## config.mk

```make
export PLATFORM = sky130hd
export DESIGN_NAME = int32_to_decimal_ascii
export DESIGN_NICKNAME = d
export VERILOG_FILES = /design/src/hw/rtl/i2a_pkg.sv /design/src/hw/rtl/i2a_fifo.sv /design/src/hw/rtl/i2a_front.sv /design/src/hw/rtl/i2a_back.sv /design/src/hw/rtl/int32_to_decimal_ascii.sv
export SDC_FILE = /design/constraint.sdc
export NUM_CORES = 1
export LEC_CHECK = 0
export BUFFER_PORTS_ARGS = -buffer_cell sky130_fd_sc_hd__buf_2
export CORE_MARGIN = 8
export CORE_UTILIZATION = 65
export DETAILED_ROUTE_END_ITERATION = 7
export HOLD_SLACK_MARGIN = 0.1
export PLACE_DENSITY = 0.89
export SETUP_SLACK_MARGIN = 0.4
export SLEW_MARGIN = 20
export SYNTH_ARGS = -nofsm -noshare
export SYNTH_HDL_FRONTEND = slang
export SYNTH_HIERARCHICAL = 1
export SYNTH_SLANG_ARGS = --single-unit
```

## constraint.sdc

```tcl
create_clock -name i_clk -period 15.5 [get_ports i_clk]
set_input_delay 1.55 -clock i_clk [delete_from_list [all_inputs] [get_ports i_clk]]
set_output_delay 1.55 -clock i_clk [all_outputs]
set_load 0.02 [all_outputs]
```

## src/hw/rtl/i2a_pkg.sv

```systemverilog
`default_nettype none

package i2a_pkg;

    localparam logic [7:0] ASCII_ZERO  = 8'h30;
    localparam logic [7:0] ASCII_MINUS = 8'h2D;
    localparam logic [3:0] TOP_POS     = 4'd9;
    localparam int         POW_W       = 34;

    // Sign and magnitude of one number waiting for conversion
    typedef struct packed {
        logic        neg;
        logic [31:0] mag;
    } t_work;

    // One character leaving the block
    typedef struct packed {
        logic [7:0] ascii_char;
        logic       is_last;
        logic [3:0] total_chars;
    } t_char;

    function automatic logic [POW_W-1:0] pow10(input logic [3:0] pos);
        logic [POW_W-1:0] p;
        case (pos)
            4'd0:    p = 34'd1;
            4'd1:    p = 34'd10;
            4'd2:    p = 34'd100;
            4'd3:    p = 34'd1000;
            4'd4:    p = 34'd10000;
            4'd5:    p = 34'd100000;
            4'd6:    p = 34'd1000000;
            4'd7:    p = 34'd10000000;
            4'd8:    p = 34'd100000000;
            4'd9:    p = 34'd1000000000;
            default: p = 34'd0;
        endcase
        return p;
    endfunction

endpackage

`default_nettype wire

```

## src/hw/rtl/i2a_fifo.sv

```systemverilog
`default_nettype none

module i2a_fifo #(
    parameter int WIDTH = 8,
    parameter int DEPTH = 2
) (
    input  wire logic             i_clk,
    input  wire logic             i_rst_n,
    input  wire logic             i_push,
    input  wire logic [WIDTH-1:0] i_data,
    output logic                  o_full,
    input  wire logic             i_pop,
    output logic [WIDTH-1:0]      o_data,
    output logic                  o_empty
);

    localparam int PTR_W = (DEPTH > 1) ? $clog2(DEPTH) : 1;
    localparam int CNT_W = $clog2(DEPTH + 1);
    localparam logic [PTR_W-1:0] LAST_PTR = PTR_W'(DEPTH - 1);
    localparam logic [CNT_W-1:0] FULL_CNT = CNT_W'(DEPTH);

    logic [WIDTH-1:0] r_mem [DEPTH];
    logic [PTR_W-1:0] r_wptr, n_wptr;
    logic [PTR_W-1:0] r_rptr, n_rptr;
    logic [CNT_W-1:0] r_cnt, n_cnt;
    logic             wr_en, rd_en;

    assign o_full  = (r_cnt == FULL_CNT);
    assign o_empty = (r_cnt == '0);
    assign o_data  = r_mem[r_rptr];
    assign wr_en   = i_push && !o_full;
    assign rd_en   = i_pop && !o_empty;

    always_comb begin
        n_wptr = r_wptr;
        n_rptr = r_rptr;
        n_cnt  = r_cnt;
        if (wr_en) begin
            n_wptr = (r_wptr == LAST_PTR) ? '0 : r_wptr + 1'b1;
        end
        if (rd_en) begin
            n_rptr = (r_rptr == LAST_PTR) ? '0 : r_rptr + 1'b1;
        end
        if (wr_en && !rd_en) begin
            n_cnt = r_cnt + 1'b1;
        end else if (rd_en && !wr_en) begin
            n_cnt = r_cnt - 1'b1;
        end
    end

    always_ff @(posedge i_clk) begin
        if (!i_rst_n) begin
            r_wptr <= '0;
            r_rptr <= '0;
            r_cnt  <= '0;
        end else begin
            r_wptr <= n_wptr;
            r_rptr <= n_rptr;
            r_cnt  <= n_cnt;
        end
    end

    always_ff @(posedge i_clk) begin
        if (wr_en) begin
            r_mem[r_wptr] <= i_data;
        end
    end

endmodule

`default_nettype wire

```

## src/hw/rtl/i2a_front.sv

```systemverilog
`default_nettype none

module i2a_front (
    input  wire logic [31:0] i_value,
    input  wire logic        i_push,
    input  wire logic        i_q_full,
    output logic             o_q_push,
    output i2a_pkg::t_work   o_work,
    output logic             o_full
);

    // Split into sign and unsigned magnitude; the most negative value wraps to 2^31
    always_comb begin
        o_work.neg = i_value[31];
        o_work.mag = i_value[31] ? (~i_value + 32'd1) : i_value;
    end

    assign o_q_push = i_push && !i_q_full;
    assign o_full   = i_q_full;

endmodule

`default_nettype wire

```

## src/hw/rtl/i2a_back.sv

```systemverilog
`default_nettype none

module i2a_back (
    input  wire logic          i_clk,
    input  wire logic          i_rst_n,
    input  wire i2a_pkg::t_work i_work,
    input  wire logic          i_work_empty,
    output logic               o_work_pop,
    input  wire logic          i_out_full,
    output logic               o_out_push,
    output i2a_pkg::t_char     o_char
);

    localparam int PW = i2a_pkg::POW_W;

    logic        r_busy, n_busy;
    logic        r_sign, n_sign;
    logic        r_started, n_started;
    logic [3:0]  r_pos, n_pos;
    logic [3:0]  r_cnt, n_cnt;
    logic [31:0] r_rem, n_rem;

    logic [PW-1:0] pw;
    logic [PW-1:0] mult [10];
    logic [9:1]    ge;
    logic [3:0]    digit;
    logic          advance, emit_digit, finish, load;

    always_comb begin
        pw      = i2a_pkg::pow10(r_pos);
        mult[0] = '0;
        ge      = '0;
        for (int d = 1; d <= 9; d++) begin
            mult[d] = pw * PW'(d);
            ge[d]   = ({2'b00, r_rem} >= mult[d]);
        end
        digit = 4'($countones(ge));
    end

    assign advance    = r_busy && !i_out_full;
    assign emit_digit = (digit != 4'd0) || r_started || (r_pos == 4'd0);
    assign finish     = advance && !r_sign && (r_pos == 4'd0);
    assign load       = !i_work_empty && (!r_busy || finish);
    assign o_work_pop = load;

    always_comb begin
        o_out_push         = 1'b0;
        o_char.ascii_char  = i2a_pkg::ASCII_ZERO + {4'd0, digit};
        o_char.is_last     = 1'b0;
        o_char.total_chars = 4'd0;
        if (advance) begin
            if (r_sign) begin
                o_out_push        = 1'b1;
                o_char.ascii_char = i2a_pkg::ASCII_MINUS;
            end else if (emit_digit) begin
                o_out_push = 1'b1;
                if (r_pos == 4'd0) begin
                    o_char.is_last     = 1'b1;
                    o_char.total_chars = r_cnt + 4'd1;
                end
            end
        end
    end

    always_comb begin
        n_busy    = r_busy;
        n_sign    = r_sign;
        n_started = r_started;
        n_pos     = r_pos;
        n_cnt     = r_cnt;
        n_rem     = r_rem;
        if (advance) begin
            if (r_sign) begin
                n_sign = 1'b0;
                n_cnt  = r_cnt + 4'd1;
            end else begin
                // Strip the digit at this position and move one place down
                n_rem = r_rem - mult[digit][31:0];
                if (emit_digit) begin
                    n_started = 1'b1;
                    n_cnt     = r_cnt + 4'd1;
                end
                if (r_pos == 4'd0) begin
                    n_busy = 1'b0;
                end else begin
                    n_pos = r_pos - 4'd1;
                end
            end
        end
        if (load) begin
            n_busy    = 1'b1;
            n_sign    = i_work.neg;
            n_started = 1'b0;
            n_pos     = i2a_pkg::TOP_POS;
            n_cnt     = 4'd0;
            n_rem     = i_work.mag;
        end
    end

    always_ff @(posedge i_clk) begin
        if (!i_rst_n) begin
            r_busy    <= 1'b0;
            r_sign    <= 1'b0;
            r_started <= 1'b0;
            r_pos     <= 4'd0;
            r_cnt     <= 4'd0;
        end else begin
            r_busy    <= n_busy;
            r_sign    <= n_sign;
            r_started <= n_started;
            r_pos     <= n_pos;
            r_cnt     <= n_cnt;
        end
    end

    always_ff @(posedge i_clk) begin
        r_rem <= n_rem;
    end

endmodule

`default_nettype wire

```

## src/hw/rtl/int32_to_decimal_ascii.sv

```systemverilog
// Signed 32-bit integer to decimal ASCII text.
// Input side is a queue: drive i_value with i_push; the number is taken on a
// clock edge where i_push is high and o_full is low.
// Output side is a queue: while o_empty is low the oldest character sits on
// o_ascii_char / o_is_last / o_total_chars; it is taken when i_pop is high.
// Each number yields 1 to 11 characters, '-' first for negatives, no leading
// zeros. o_is_last marks the final character, which carries the count in
// o_total_chars (0 on all other characters).
// Each number passes through the work queue, the digit unit and the output queue
// before its first character reaches the outputs.
// The digit unit steps one decimal position per cycle while the output queue is
// not full, from 10^9 down to 10^0, after a step for the sign of a negative;
// it takes the next number in the same step as its last position.
// Reset (synchronous, i_rst_n low) empties both queues and idles the digit unit.
// When the receiver stalls, the output queue fills, the digit unit holds, and
// up to WORK_DEPTH further numbers are still taken before o_full rises.
`default_nettype none

module int32_to_decimal_ascii #(
    parameter int WORK_DEPTH = 2,
    parameter int OUT_DEPTH  = 2
) (
    input  wire logic        i_clk,
    input  wire logic        i_rst_n,
    input  wire logic        i_push,
    input  wire logic [31:0] i_value,
    output logic             o_full,
    input  wire logic        i_pop,
    output logic             o_empty,
    output logic [7:0]       o_ascii_char,
    output logic             o_is_last,
    output logic [3:0]       o_total_chars
);

    localparam int WORK_W = $bits(i2a_pkg::t_work);
    localparam int CHAR_W = $bits(i2a_pkg::t_char);

    i2a_pkg::t_work front_work, q_work;
    i2a_pkg::t_char back_char, q_char;
    logic           wq_push, wq_full, wq_empty, wq_pop;
    logic           oq_push, oq_full;

    i2a_front u_front (
        .i_value  (i_value),
        .i_push   (i_push),
        .i_q_full (wq_full),
        .o_q_push (wq_push),
        .o_work   (front_work),
        .o_full   (o_full)
    );

    i2a_fifo #(
        .WIDTH (WORK_W),
        .DEPTH (WORK_DEPTH)
    ) u_work_q (
        .i_clk   (i_clk),
        .i_rst_n (i_rst_n),
        .i_push  (wq_push),
        .i_data  (front_work),
        .o_full  (wq_full),
        .i_pop   (wq_pop),
        .o_data  (q_work),
        .o_empty (wq_empty)
    );

    i2a_back u_back (
        .i_clk        (i_clk),
        .i_rst_n      (i_rst_n),
        .i_work       (q_work),
        .i_work_empty (wq_empty),
        .o_work_pop   (wq_pop),
        .i_out_full   (oq_full),
        .o_out_push   (oq_push),
        .o_char       (back_char)
    );

    i2a_fifo #(
        .WIDTH (CHAR_W),
        .DEPTH (OUT_DEPTH)
    ) u_out_q (
        .i_clk   (i_clk),
        .i_rst_n (i_rst_n),
        .i_push  (oq_push),
        .i_data  (back_char),
        .o_full  (oq_full),
        .i_pop   (i_pop),
        .o_data  (q_char),
        .o_empty (o_empty)
    );

    assign o_ascii_char  = q_char.ascii_char;
    assign o_is_last     = q_char.is_last;
    assign o_total_chars = q_char.total_chars;

    a_char_legal: assert property (@(posedge i_clk) disable iff (!i_rst_n)
        oq_push |-> (back_char.ascii_char == i2a_pkg::ASCII_MINUS) ||
                    ((back_char.ascii_char >= i2a_pkg::ASCII_ZERO) &&
                     (back_char.ascii_char <= (i2a_pkg::ASCII_ZERO + 8'd9))))
        else $error("illegal character produced");

    a_count_only_last: assert property (@(posedge i_clk) disable iff (!i_rst_n)
        (oq_push && !back_char.is_last) |-> (back_char.total_chars == 4'd0))
        else $error("count on a non-final character");

    a_last_count: assert property (@(posedge i_clk) disable iff (!i_rst_n)
        (oq_push && back_char.is_last) |->
            (back_char.total_chars >= 4'd1) && (back_char.total_chars <= 4'd11) &&
            (back_char.ascii_char != i2a_pkg::ASCII_MINUS))
        else $error("bad final character or count");

    a_stall_holds_output: assert property (@(posedge i_clk) disable iff (!i_rst_n)
        (!o_empty && !i_pop) |=> (!o_empty && $stable(q_char)))
        else $error("waiting character changed");

endmodule

`default_nettype wire
```

==> results <==
- The count of flip-flops with a built-in enable after synthesis is 124.
- For this run, the number of Yosys warnings is 6.
- The global routing usage on met3 is ~8.1%.
- The number of clock buffers added by TritonCTS is 17.
- The final count of pins violating max slew is 0.
- After the last flow step, the layout net total stands at 3027.
- The repair_antennas step left the layout with diodes totalling 0.
- The die outline height is ~200 um.
- After technology mapping, the gate count stands at between 2000 and 3000.
- In the final layout, the share of cells above drive strength 1 is a little under a tenth.
- Once the clock tree was built, the resizer swapped 0 gates to a different size.
- For this run, design rule violations remaining after detail routing come to 0.
- TritonCTS built the clock tree.
- The number of nets with antenna violations after detailed routing is 0.
- For this run, global-route usage on met1 was measured as between 40% and 50%.
- In this run the horizontal extent of the chip is 199.6 um.
- The final weighted congestion in routability-driven placement is slightly above 1.
- The HPWL after detailed placement is 57.31 mm.
- Registers take 0.004144 mm2.
- The overall routed net length is 75.32 mm.
- The clock slew seen by the registers of the worst setup and hold paths is approximately 80 ps.
- The sequential-to-total area share from yosys stat is a little under a fifth.
- The total via count after detailed routing is around 21000.
- In the final timing run, aggregate negative setup slack is 0 ps.
- The final critical path takes up a little under nine tenths of the cycle.
- The first detailed-routing pass ran for 6 iterations.
- The buffer cell driving the clock tree root is sky130_fd_sc_hd__clkbuf_16.
- For this run, the top clock speed supported by timing is approximately 75 MHz.
- The final number of setup-violating endpoints is 0.
- The overall global routing resource usage is between 30% and 40%.
- The I/O pin count is around 50.
- The worst path required time is approximately 16000 ps.
- The type of the worst setup path is register to register.
- The area used by multi-input combinational logic is roughly 0.017 mm2.
- STA puts the critical path data arrival time at 13430 ps.
- The number of hold-repair buffers added at the cts stage is 0.
- In this run the most used layer during global routing was met2.
- The hold-critical path depth is 2.
- The count of port buffers added during placement is 50.
- The most numerous cell type found on the critical path is sky130_fd_sc_hd__a21oi_1.
- The initial antenna violation count is 0.
- In the routed layout, each cell is associated on average with a via count of between 7 and 8.
- The placement row count is 67.
- Leaving out fill and tap cells, the most frequent cell in the layout is sky130_fd_sc_hd__ha_1.
- The worst setup path is captured at a register.
- The average cell area after synthesis is ~8.8 um2.
- The run finished with clean final reports.
- The clock net sink count is between 100 and 150.
- The number of distinct standard cells referenced by the synthesized netlist is between 100 and 150.
- The number of filler cells placed in the layout is roughly 2500.
- The worst setup path is launched from a register.
- For this configuration, the core starts out at a cell density of between 60 and 70%.
- Entering global routing, the biggest net connects 60 pins.
- The mapped netlist covers approximately 0.022 mm2.
- The final count of hold timing violations is 0.
- The max capacitance violation total is 0.
- The initial detailed-routing violation count is 2433.
- In the layout the commonest cells are sky130_fd_sc_hd__ha_1 (435), sky130_fd_sc_hd__o21ai_0 (203), sky130_fd_sc_hd__a21oi_1 (202).
- The H-tree was split into 4 levels.
- The core outline area is about 0.033 mm2.
- The first global-routing pass estimated approximately 120 mm of wire.
- The number of global-route vias before repair was just over 20000.
- The overall die area is 0.03984 mm2.
- From synthesis to final layout, the design area changed by 6.230%.
- In the synthesized netlist the dominant register cell turns out to be sky130_fd_sc_hd__edfxtp_1.
- The number of buffers inserted by post-CTS setup repair is 0.
- The kind of path behind the tightest hold check is register to register.
- The maximum buffer depth of the clock tree is 2.
- The maximum fanout along the worst path is 20.
- The share of synthesized registers carrying an async set or reset is 0%.
- The worst path in the final design needs a cycle of 13270 ps, including I/O delays and setup.
- In the final routed layout, each cell accounts on average for between 20 and 30 um.
- In this design, the stage delay of the slowest critical-path cell is ~800 ps.
- The setup skew after layout is about 13 ps.
- The relative slew slack is 37.33%.
- The global routing met2 resource utilization is 58.55%.
- The clock latency at the later pin of the worst-skew pair is ~440 ps.
- For the worst flop-to-flop path, the logic depth is 40.
- The register bit count reported by yosys is ~150.
- The measured slew at the worst slew-check pin is between 900 and 1000 ps.
- For this design, the slowest cell found on the critical path is sky130_fd_sc_hd__ha_1.
- Setup repair after global routing left no endpoint under its margin.
- Global routing finished with a remaining overflow of 0.
## layer usage
metal / routed length, um / up-vias
met1: 30590 / 10030
met4: 3314 / 0
li1: - / 9502
met3: 8257 / 220
met5: 0 / -
met2: 33150 / 1296
## synthesized netlist by cell type, drive strengths merged (11+ instances only)
cell type,n,area (um2)
nand3,38,202.7
or3,16,100.1
nand2,183,689.4
clkbuf,50,187.7
nor2,160,600.6
nand4,59,375.4
a211oi,28,215.2
o22ai,14,87.58
inv,113,424.2
nand2b,44,277.8
o21a,35,270.3
nor4,18,148.9
a31oi,24,180.2
ha,435,5443
o21bai,18,135.1
a21oi,204,1028
edfxtp,124,3724
a21boi,16,123.9
buf,24,130.1
xor2,67,586.8
xnor2,100,875.8
a221oi,11,102.6
o211ai,25,192.7
fa,30,600.6
a21o,111,833.3
dfxtp,21,420.4
nor2b,38,252.8
nor3,36,195.2
mux4,11,247.7
o21ai,213,1081
and3,14,87.58
mux2,47,529.3
o41ai,11,175.2
o31ai,22,183.9
## through the flow
| stage | cells | utilization [%] | hold slack [ps] | instance area, um2 | setup WS, ps |
|---|---|---|---|---|---|
| global route | 2987 | 69.76 | 521.0 | 23280 | 1791 |
| finish | 2987 | 69.76 | 495.5 | 23280 | 2234 |
| CTS | 2987 | 69.74 | 499.5 | 23270 | 2695 |
| floorplan | 2502 | - | 438.2 | 21910 | 4486 |
| detailed placement | 2955 | 67.87 | 483.0 | 22650 | 2998 |
| global placement | 2955 | 67.87 | 452.4 | 22650 | 3195 |
## final timing paths
| check | from | to | slack [ps] |
|---|---|---|---|
| setup / recovery | u_back/r_pos[2] | u_back/r_rem[31] | 2230 |
| hold / removal | u_back/r_started | u_back/r_started | 500 |
| setup reg to reg | u_back/r_pos[2] | u_back/r_rem[31] | 2230 |
| hold reg to reg | u_back/r_started | u_back/r_started | 500 |
## registers in the layout (all words and copies together), names as in the netlist, 2 cells and up, named ones only
signal	count
u_work_q/r_mem	66
u_back/r_rem	32
u_out_q/r_mem	26
u_back/r_cnt	4
u_back/r_pos	4
u_out_q/r_cnt	2
u_work_q/r_cnt	2
## worst max-delay path: cells and delay by family, from the launching register on
kind / cells / cell delay, ps
buf+inv: 4 / 1020
simple gates: 5 / 2230
compound gates: 21 / 5130
fa+ha+maj: 7 / 3320
flops: 1 / 550
xor+xnor: 3 / 720
## cell families (layout without fill, tap and decap cells)
| kind of cell | count (synthesis) | count (layout) | synth area share [%] |
|---|---|---|---|
| AOI/OAI and AO/OA | 813 | 813 | 24.42 |
| and+or+nand+nor | 651 | 651 | 14.93 |
| adders and majority gates | 465 | 465 | 27.58 |
| buffers and inverters | 190 | 227 | 3.443 |
| xor gates and xnor gates | 167 | 167 | 6.675 |
| DFF | 145 | 145 | 18.91 |
| muxes | 68 | 68 | 4.003 |
| other | 2 | 3 | 0.03427 |
## cell type report
type | count | share of cell area, %
Clock buffer | 17 | 1.828
Timing Repair Buffer | 79 | 2.010
Clock inverter | 15 | 0.8547
Tap cell | 448 | 2.408
Sequential cell | 145 | 17.80
Inverter | 116 | 1.876
Multi-Input combinational cell | 2167 | 73.22
Power is left out: the tool's default activity adds up to more than one toggle a clock period on the data nets, which glitch-free logic cannot reach.
